$ cat config.mk
export PLATFORM = sky130hd
export DESIGN_NAME = led_strip_frame_buffer
export DESIGN_NICKNAME = d
export VERILOG_FILES = /design/src/lsfb_pkg.sv /design/src/lsfb_ctrl.sv /design/src/lsfb_datapath.sv /design/src/led_strip_frame_buffer.sv
export SDC_FILE = /design/constraint.sdc
export NUM_CORES = 2
export LEC_CHECK = 0
export BUFFER_PORTS_ARGS = -buffer_cell sky130_fd_sc_hd__clkbuf_2
export CORE_MARGIN = 2
export CORE_UTILIZATION = 35
export DETAILED_ROUTE_END_ITERATION = 8
export HOLD_SLACK_MARGIN = 0.05
export PLACE_DENSITY_LB_ADDON = 0.3
export SLEW_MARGIN = 20
export SYNTH_ARGS = -nofsm -noshare
export SYNTH_HDL_FRONTEND = slang
export SYNTH_SLANG_ARGS = --single-unit
$ cat constraint.sdc
create_clock -name clk -period 4.3 [get_ports clk]
set_clock_uncertainty 0.15 [all_clocks]
set_input_delay 0.43 -clock clk [delete_from_list [all_inputs] [get_ports clk]]
set_output_delay 0.43 -clock clk [all_outputs]
set_load 0.01 [all_outputs]
$ cat src/lsfb_pkg.sv
package lsfb_pkg;

    localparam int PIXEL_SLOTS_DEF = 64;

    // Field widths fixed by the request and result formats.
    localparam int LEN_W   = 7;
    localparam int ORDER_W = 2;
    localparam int REQ_W   = 2;
    localparam int IDX_W   = 16;
    localparam int SUM_W   = IDX_W + 1;
    localparam int LEVEL_W = 8;
    localparam int WORD_W  = 32;
    localparam int CFG_IDX_W  = 1;
    localparam int CFG_DATA_W = LEN_W;
    localparam int IN_DATA_W  = 2 * IDX_W + 4 * LEVEL_W;

    localparam logic [REQ_W-1:0] REQ_SET   = 2'd0;
    localparam logic [REQ_W-1:0] REQ_FILL  = 2'd1;
    localparam logic [REQ_W-1:0] REQ_CLEAR = 2'd2;
    localparam logic [REQ_W-1:0] REQ_SHOW  = 2'd3;

    localparam logic [ORDER_W-1:0] ORDER_GRB    = 2'd0;
    localparam logic [ORDER_W-1:0] ORDER_RGB    = 2'd1;
    localparam logic [ORDER_W-1:0] ORDER_GRBW   = 2'd2;
    localparam logic [ORDER_W-1:0] ORDER_UNUSED = 2'd3;

    localparam logic [CFG_IDX_W-1:0] CFG_STRIP_LENGTH  = 1'd0;
    localparam logic [CFG_IDX_W-1:0] CFG_CHANNEL_ORDER = 1'd1;

    localparam logic [LEN_W-1:0]   STRIP_LENGTH_RST  = 7'd64;
    localparam logic [ORDER_W-1:0] CHANNEL_ORDER_RST = ORDER_GRB;

    typedef enum logic [1:0] {
        ST_IDLE,
        ST_FILL,
        ST_SHOW_RD,
        ST_SHOW_LD
    } state_t;

    typedef struct packed {
        logic load;
        logic cnt_clr;
        logic clear_valid;
        logic fill_we;
        logic cnt_inc;
        logic show_rd;
        logic show_ld;
    } cmd_t;

    typedef struct packed {
        logic write_ok;
        logic fill_last;
        logic show_last;
        logic out_free;
    } status_t;

    function automatic logic [WORD_W-1:0] pack_word(
        input logic [ORDER_W-1:0] order,
        input logic [LEVEL_W-1:0] r,
        input logic [LEVEL_W-1:0] g,
        input logic [LEVEL_W-1:0] b,
        input logic [LEVEL_W-1:0] w
    );
        logic [WORD_W-1:0] word;
        case (order)
            ORDER_GRB:  word = {8'h00, g, r, b};
            ORDER_RGB:  word = {8'h00, r, g, b};
            ORDER_GRBW: word = {w, g, r, b};
            default:    word = '0;
        endcase
        return word;
    endfunction

endpackage

$ cat src/lsfb_ctrl.sv
module lsfb_ctrl (
    input  logic                          clk,
    input  logic                          rst_n,
    input  logic                          s_tvalid,
    input  logic [lsfb_pkg::REQ_W-1:0]    req_type,
    input  lsfb_pkg::status_t             status,
    output logic                          s_tready,
    output lsfb_pkg::cmd_t                cmd
);
    import lsfb_pkg::*;

    state_t state_reg;
    state_t state_next;
    logic   accept;

    assign accept = s_tvalid && (state_reg == ST_IDLE);

    always_ff @(posedge clk or negedge rst_n)
    begin
        if (!rst_n)
        begin
            state_reg <= ST_IDLE;
        end
        else
        begin
            state_reg <= state_next;
        end
    end

    always_comb
    begin
        state_next = state_reg;
        case (state_reg)
            ST_IDLE:
            begin
                if (accept)
                begin
                    if (req_type == REQ_CLEAR || req_type == REQ_SHOW)
                    begin
                        state_next = ST_SHOW_RD;
                    end
                    else if (status.write_ok)
                    begin
                        state_next = ST_FILL;
                    end
                end
            end
            ST_FILL:
            begin
                if (status.fill_last)
                begin
                    state_next = ST_IDLE;
                end
            end
            ST_SHOW_RD:
            begin
                if (status.out_free)
                begin
                    state_next = ST_SHOW_LD;
                end
            end
            ST_SHOW_LD:
            begin
                state_next = status.show_last ? ST_IDLE : ST_SHOW_RD;
            end
            default:
            begin
                state_next = ST_IDLE;
            end
        endcase
    end

    always_comb
    begin
        cmd      = '0;
        s_tready = 1'b0;
        case (state_reg)
            ST_IDLE:
            begin
                s_tready = 1'b1;
                if (accept)
                begin
                    if (req_type == REQ_CLEAR || req_type == REQ_SHOW)
                    begin
                        cmd.cnt_clr     = 1'b1;
                        cmd.clear_valid = (req_type == REQ_CLEAR);
                    end
                    else
                    begin
                        cmd.load = 1'b1;
                    end
                end
            end
            ST_FILL:
            begin
                cmd.fill_we = 1'b1;
                cmd.cnt_inc = 1'b1;
            end
            ST_SHOW_RD:
            begin
                cmd.show_rd = status.out_free;
            end
            ST_SHOW_LD:
            begin
                cmd.show_ld = 1'b1;
                cmd.cnt_inc = !status.show_last;
            end
            default:
            begin
                cmd = '0;
            end
        endcase
    end

endmodule

$ cat src/lsfb_datapath.sv
module lsfb_datapath #(
    parameter int PIXEL_SLOTS = lsfb_pkg::PIXEL_SLOTS_DEF
) (
    input  logic                              clk,
    input  logic                              rst_n,
    input  logic                              cfg_valid,
    input  logic [lsfb_pkg::CFG_IDX_W-1:0]    cfg_index,
    input  logic [lsfb_pkg::CFG_DATA_W-1:0]   cfg_data,
    input  logic [lsfb_pkg::REQ_W-1:0]        req_type,
    input  logic [lsfb_pkg::IN_DATA_W-1:0]    s_tdata,
    input  lsfb_pkg::cmd_t                    cmd,
    output lsfb_pkg::status_t                 status,
    input  logic                              m_tready,
    output logic                              m_tvalid,
    output logic [lsfb_pkg::WORD_W-1:0]       m_tdata,
    output logic                              m_tuser,
    output logic                              m_tlast
);
    import lsfb_pkg::*;

    localparam int ADDR_W = (PIXEL_SLOTS > 1) ? $clog2(PIXEL_SLOTS) : 1;
    localparam int CNT_W  = $clog2(PIXEL_SLOTS + 1);
    localparam logic [LEN_W-1:0] SLOTS_LEN = LEN_W'(PIXEL_SLOTS);
    localparam logic [CNT_W-1:0] LAST_SLOT = CNT_W'(PIXEL_SLOTS - 1);

    logic [LEN_W-1:0]   strip_len_reg;
    logic [ORDER_W-1:0] order_reg;

    logic [IDX_W-1:0]   first_pix;
    logic [IDX_W-1:0]   run_len;
    logic [LEVEL_W-1:0] red_lvl, green_lvl, blue_lvl, white_lvl;

    logic [LEN_W-1:0]   limit;
    logic [SUM_W-1:0]   limit_ext;
    logic [SUM_W-1:0]   start_ext;
    logic [SUM_W-1:0]   end_sum;
    logic [LEN_W-1:0]   end_val;

    logic [WORD_W-1:0]  word_reg;
    logic [CNT_W-1:0]   cnt_reg, cnt_next;
    logic [CNT_W-1:0]   end_reg;
    logic [ADDR_W-1:0]  addr;

    logic [WORD_W-1:0]  mem [PIXEL_SLOTS];
    logic [PIXEL_SLOTS-1:0] valid_reg;
    logic [WORD_W-1:0]  rd_data_reg;
    logic               rd_valid_reg;

    logic               out_valid_reg;
    logic [WORD_W-1:0]  out_data_reg;
    logic               out_wide_reg;
    logic               out_last_reg;

    assign first_pix = s_tdata[IDX_W-1:0];
    assign run_len   = s_tdata[2*IDX_W-1:IDX_W];
    assign red_lvl   = s_tdata[2*IDX_W+LEVEL_W-1:2*IDX_W];
    assign green_lvl = s_tdata[2*IDX_W+2*LEVEL_W-1:2*IDX_W+LEVEL_W];
    assign blue_lvl  = s_tdata[2*IDX_W+3*LEVEL_W-1:2*IDX_W+2*LEVEL_W];
    assign white_lvl = s_tdata[2*IDX_W+4*LEVEL_W-1:2*IDX_W+3*LEVEL_W];

    always_ff @(posedge clk or negedge rst_n)
    begin
        if (!rst_n)
        begin
            strip_len_reg <= STRIP_LENGTH_RST;
            order_reg     <= CHANNEL_ORDER_RST;
        end
        else if (cfg_valid)
        begin
            case (cfg_index)
                CFG_STRIP_LENGTH:  strip_len_reg <= cfg_data;
                CFG_CHANNEL_ORDER: order_reg     <= cfg_data[ORDER_W-1:0];
                default:           strip_len_reg <= strip_len_reg;
            endcase
        end
    end

    // A single pixel write is a fill of one; the end is clipped at the strip limit.
    assign limit     = (strip_len_reg < SLOTS_LEN) ? strip_len_reg : SLOTS_LEN;
    assign limit_ext = {{(SUM_W - LEN_W){1'b0}}, limit};
    assign start_ext = {1'b0, first_pix};
    assign end_sum   = start_ext + ((req_type == REQ_SET) ? SUM_W'(1) : {1'b0, run_len});
    assign end_val   = (end_sum > limit_ext) ? limit : end_sum[LEN_W-1:0];

    assign status.write_ok  = (order_reg != ORDER_UNUSED) && (start_ext < limit_ext)
                              && (end_sum > start_ext);
    assign status.fill_last = ({1'b0, cnt_reg} + (CNT_W + 1)'(1)) == {1'b0, end_reg};
    assign status.show_last = (cnt_reg == LAST_SLOT);
    assign status.out_free  = !out_valid_reg || m_tready;

    always_comb
    begin
        cnt_next = cnt_reg;
        if (cmd.load)
        begin
            cnt_next = first_pix[CNT_W-1:0];
        end
        else if (cmd.cnt_clr)
        begin
            cnt_next = '0;
        end
        else if (cmd.cnt_inc)
        begin
            cnt_next = cnt_reg + CNT_W'(1);
        end
    end

    always_ff @(posedge clk)
    begin
        cnt_reg <= cnt_next;
        if (cmd.load)
        begin
            word_reg <= pack_word(order_reg, red_lvl, green_lvl, blue_lvl, white_lvl);
            end_reg  <= end_val[CNT_W-1:0];
        end
    end

    assign addr = cnt_reg[ADDR_W-1:0];

    always_ff @(posedge clk)
    begin
        if (cmd.fill_we)
        begin
            mem[addr] <= word_reg;
        end
        if (cmd.show_rd)
        begin
            rd_data_reg <= mem[addr];
        end
    end

    // Words never written since reset or the last clear read as zero.
    always_ff @(posedge clk or negedge rst_n)
    begin
        if (!rst_n)
        begin
            valid_reg    <= '0;
            rd_valid_reg <= 1'b0;
        end
        else
        begin
            if (cmd.clear_valid)
            begin
                valid_reg <= '0;
            end
            else if (cmd.fill_we)
            begin
                valid_reg[addr] <= 1'b1;
            end
            if (cmd.show_rd)
            begin
                rd_valid_reg <= valid_reg[addr];
            end
        end
    end

    always_ff @(posedge clk or negedge rst_n)
    begin
        if (!rst_n)
        begin
            out_valid_reg <= 1'b0;
        end
        else if (cmd.show_ld)
        begin
            out_valid_reg <= 1'b1;
        end
        else if (m_tready)
        begin
            out_valid_reg <= 1'b0;
        end
    end

    always_ff @(posedge clk)
    begin
        if (cmd.show_ld)
        begin
            out_data_reg <= rd_valid_reg ? rd_data_reg : '0;
            out_wide_reg <= (order_reg == ORDER_GRBW);
            out_last_reg <= status.show_last;
        end
    end

    assign m_tvalid = out_valid_reg;
    assign m_tdata  = out_data_reg;
    assign m_tuser  = out_wide_reg;
    assign m_tlast  = out_last_reg;

`ifndef NO_ASSERTIONS
    a_no_overwrite: assert property (@(posedge clk) disable iff (!rst_n)
        cmd.show_ld |-> !out_valid_reg)
        else $error("output register loaded while a word still waits");

    a_read_before_load: assert property (@(posedge clk) disable iff (!rst_n)
        cmd.show_ld |-> $past(cmd.show_rd))
        else $error("output loaded without a preceding store read");

    a_fill_in_range: assert property (@(posedge clk) disable iff (!rst_n)
        cmd.fill_we |-> ({1'b0, cnt_reg} < {1'b0, end_reg}))
        else $error("fill write past its end");
`endif

endmodule

$ cat src/led_strip_frame_buffer.sv
// Frame store for an addressable LED strip of up to PIXEL_SLOTS pixels. Requests arrive
// on the s_ stream: set one pixel, fill a run, clear and show, or show. A request is
// taken while the block is idle; a set then writes its single word and a fill writes one
// word per cycle. A show reads the store through its registered read port and then
// loads the output register for each word, waiting while the sink holds m_tready low.
// A clear resets the per-word valid flags in the cycle the request is taken, so clear
// and show costs the same as show. No new request is taken while a fill or show is in
// progress.
module led_strip_frame_buffer #(
    parameter int PIXEL_SLOTS = lsfb_pkg::PIXEL_SLOTS_DEF
) (
    input  logic                              clk,
    input  logic                              rst_n,
    input  logic                              cfg_valid,
    output logic                              cfg_ready,
    input  logic [lsfb_pkg::CFG_IDX_W-1:0]    cfg_index,
    input  logic [lsfb_pkg::CFG_DATA_W-1:0]   cfg_data,
    input  logic                              s_tvalid,
    output logic                              s_tready,
    // pixel_index[15:0], run_length[31:16], red_level[39:32], green_level[47:40],
    // blue_level[55:48], white_level[63:56]
    input  logic [lsfb_pkg::IN_DATA_W-1:0]    s_tdata,
    // req_type[1:0]
    input  logic [lsfb_pkg::REQ_W-1:0]        s_tuser,
    output logic                              m_tvalid,
    input  logic                              m_tready,
    // pixel_word[31:0]
    output logic [lsfb_pkg::WORD_W-1:0]       m_tdata,
    // wide_word[0]
    output logic                              m_tuser,
    output logic                              m_tlast
);
    import lsfb_pkg::*;

    cmd_t    cmd;
    status_t status;

    assign cfg_ready = 1'b1;

    lsfb_ctrl u_ctrl (
        .clk      (clk),
        .rst_n    (rst_n),
        .s_tvalid (s_tvalid),
        .req_type (s_tuser),
        .status   (status),
        .s_tready (s_tready),
        .cmd      (cmd)
    );

    lsfb_datapath #(
        .PIXEL_SLOTS (PIXEL_SLOTS)
    ) u_datapath (
        .clk       (clk),
        .rst_n     (rst_n),
        .cfg_valid (cfg_valid),
        .cfg_index (cfg_index),
        .cfg_data  (cfg_data),
        .req_type  (s_tuser),
        .s_tdata   (s_tdata),
        .cmd       (cmd),
        .status    (status),
        .m_tready  (m_tready),
        .m_tvalid  (m_tvalid),
        .m_tdata   (m_tdata),
        .m_tuser   (m_tuser),
        .m_tlast   (m_tlast)
    );

endmodule

==> flow_metrics.py <==
metrics = {
    "setup_path": {
        "start_kind": "primary input",
        "r2r_start": "u_datapath.cnt_reg[3]",
        "r2r_slack_ns": 0.67,
        "endpoint_kind": "flop",
        "crit_buf_inv": 4,
        "crit_family": "buffers and inverters",
        "cp_slowest_cell": "dlygate4sd3_1",
        "path_cells": "dlygate4sd3_1, clkbuf_2, ha_1, and2_1, a221o_1, o21bai_2, a41oi_2, xnor2_1, buf_4, ha_1, nand2_1, or2_2, nor4_2, a21oi_1, o21ai_0, nand3_1, nand4_1, dlygate4sd3_1, nand2_1",
        "max_stage_delay_ns": 0.55,
        "startpoint": "s_tdata[6]",
        "worstSetupPathType": "in2reg",
        "required_ns": 4.85,
        "arrival_ns": 4.68,
        "cp_max_fo": 4,
    },
    "placement": {
        "place_inst": 7859,
        "gp_congestion": 0.820,
        "dpl.hpwl_mm": 139,
        "io_buffers": 114,
    },
    "floorplan": {
        "dieArea_sq_um": 239000,
        "die_h_um": 489,
        "io_pins": 116,
        "fp.coreArea_sq_um": 235000,
        "row_count": 178,
        "die_x_um": 489,
        "initial_utilization": 0.351,
    },
    "sta": {
        "setup_viol": 0,
        "fmax_mhz": 242,
        "fin_crit_sh": 0.961,
        "finalMaxSlewViolations": 0,
        "slew_headroom": 0.292,
        "hold_viol_final": 0,
        "whs_ns": 0.0730,
        "period_needed_ns": 4.13,
        "worst_pin_slew_ns": 1.06,
    },
    "synth": {
        "post_synth.cell_area_avg_sq_um": 18.1,
        "synth_edf_count": 2160,
        "synth.distinct_cells": 62,
        "synth_most_common_cell": "edfxtp_1",
        "syn_area_sq_um": 82400,
        "yosys_warnings": 0,
        "synth_common_cells": "edfxtp_1, a22oi_1, clkbuf_1, a221oi_1, a22o_1",
        "synth_top_area_frac": 0.787,
        "ys_seq_area_frac": 0.810,
        "synth_nets": 4684,
        "synth.area.top_cells": "edfxtp_1, a22oi_1, dfrtp_1",
        "async_reset_ff_frac": 0.0344,
        "yosysTopAreaCell": "edfxtp_1",
        "syn_inst": 4559,
        "synth_seq_cells": 2237,
        "synthFlopType": "edfxtp_1",
    },
    "route": {
        "via_count": 47500,
        "wl_per_cell_um": 29.4,
        "drt_wl_total_mm": 245,
        "vias_per_cell": 5.70,
        "drcViolationCount": 0,
        "firstDrtPassIters": 5,
        "postRouteAntennaNets": 0,
        "drtIter0Drc": 5459,
    },
    "clock_tree": {
        "clk_latency_ns": 0.85,
        "clk_pin_slew_worst_paths_ns": 0.06,
        "clock_path_buffers": 3,
        "cts_tree": "done",
        "h-tree-depth": 4,
        "clkSinkCount": 2237,
        "root_buffer": "clkbuf_16",
        "cts_buffers": 208,
    },
    "pwr": {
        "swShare": 0.315,
        "powerDensity_nw_per_um2": 589,
        "p_comb_frac": 0.251,
        "internal_power_uw": 39200,
        "p_clk_frac": 0.314,
        "p_seq_frac": 0.436,
        "leakagePower_uw": 0.0305,
        "p_sw_uw": 18000,
        "peakVddDrop_mv": 0.520,
    },
    "finish": {
        "drive_gt1_frac": 0.164,
        "largest_reg_flops": 2048,
        "final_nets": 5125,
        "postLayoutCoreUtil": 0.414,
        "finalNonFillerCells": 8327,
        "area.growth.synth_to_final_pct": 17.9,
    },
    "global_routing": {
        "grt_pass1_wl_mm": 346,
        "grt_max_degree": 65,
        "antenna_found_initial": 4,
        "grt_pass1_vias": 45900,
        "grtUsageTotal": 0.199,
        "grt_overflow": 0,
    },
    "status": {
        "outcome": "finished, final reports clean",
    },
    "job": {
        "max_cap_violations": 0,
    },
    "worst_hold_path": {
        "hp-start": "s_tuser[1]",
        "hp-class": "in2reg",
    },
}
-- power by group through the flow --
stage                     Clock (uW)  Sequential, uW  Combinational (uW)
final                          18000           24900               14300
after global routing           18900           25000               15100
after CTS                      18200           24900               14500
after detailed placement           0           25400               14400
after global placement             0           25400               14300
after floorplan                    0           25300                7180
-- cell usage in the layout (no fill, tap or decap), types with 76 or more instances in the layout --
cell type,instances
edfxtp_1,2160
a22oi_1,658
buf_4,262
clkbuf_16,212
a221oi_1,200
a22o_1,199
a31oi_1,176
clkbuf_2,112
nand4_1,96
a21oi_1,93
dlygate4sd3_1,78
dfrtp_1,76
-- through the flow --
| step | setup slack [ns] | TNS, ns | cell area [sq um] | total power, uW |
|---|---|---|---|---|
| floorplan | 0.0242 | 0 | 82500 | 32400 |
| global placement | -0.366 | -2.49 | 89800 | 39700 |
| detailed placement | -0.334 | -2.19 | 89800 | 39700 |
| CTS | 0.106 | 0 | 97100 | 57600 |
| global route | -0.0662 | -0.0662 | 97200 | 59000 |
| finish | 0.167 | 0 | 97200 | 57200 |
-- area by class of cell --
type                       instances  area [sq um]
antenna                            2          5.00
clock buffer                     270          5580
clock inverter                   115           960
fill                           20900        138000
inverter                          45           169
multi-input combinational       1982         15000
sequential                      2237         66800
tap                             3150          3940
timing repair buffer             526          4780
-- final timing paths --
path / cells after the start / endpoint
max in group asynchronous: 4 / u_datapath.valid_reg[10]
hold reg to reg: 1 / u_datapath.valid_reg[44]
setup / recovery: 19 / u_ctrl.state_reg[0]
setup reg to reg: 6 / u_datapath.rd_data_reg[28]
hold / removal: 3 / u_datapath.end_reg[1]
min in group asynchronous: 3 / u_datapath.strip_len_reg[6]
-- per-layer routing --
layer	share of wire	global-route usage	vias to the layer above
met5	0.000053	0	-
met3	0.071	0.0301	290
met1	0.43	0.284	25100
li1	-	-	20000
met2	0.48	0.319	2015
met4	0.023	0.0480	2
-- tightest hold or removal path: cells and delay by family --
kind / cells / cell delay (ns)
buffers and inverters: 2 / 0.28
and+or+nand+nor: 1 / 0.14
-- logic make-up (layout without fill, tap and decap cells) --
logic type / after synthesis / count (layout) / share of synthesized area
DFF: 2237 / 2237 / 0.810
xor gates and xnor gates: 24 / 24 / 0.00255
other: 1 / 3 / 0.0000455
buffers and inverters: 340 / 956 / 0.0156
muxes: 17 / 17 / 0.00261
AOI/OAI and AO/OA: 1466 / 1466 / 0.133
adders and majority gates: 46 / 46 / 0.00707
and+or+nand+nor: 428 / 428 / 0.0288
-- what timing repair did --
| item | 4_1_cts | 5_1_grt |
|---|---|---|
| gates resized for setup | 0 | 7 |
| hold buffers | 80 | 0 |
| endpoints found under the setup margin | 0 | 1 |
| endpoints found under the hold margin | 128 | 0 |
| buffers inserted | 0 | 1 |
Power figures use the tool's default switching activity.
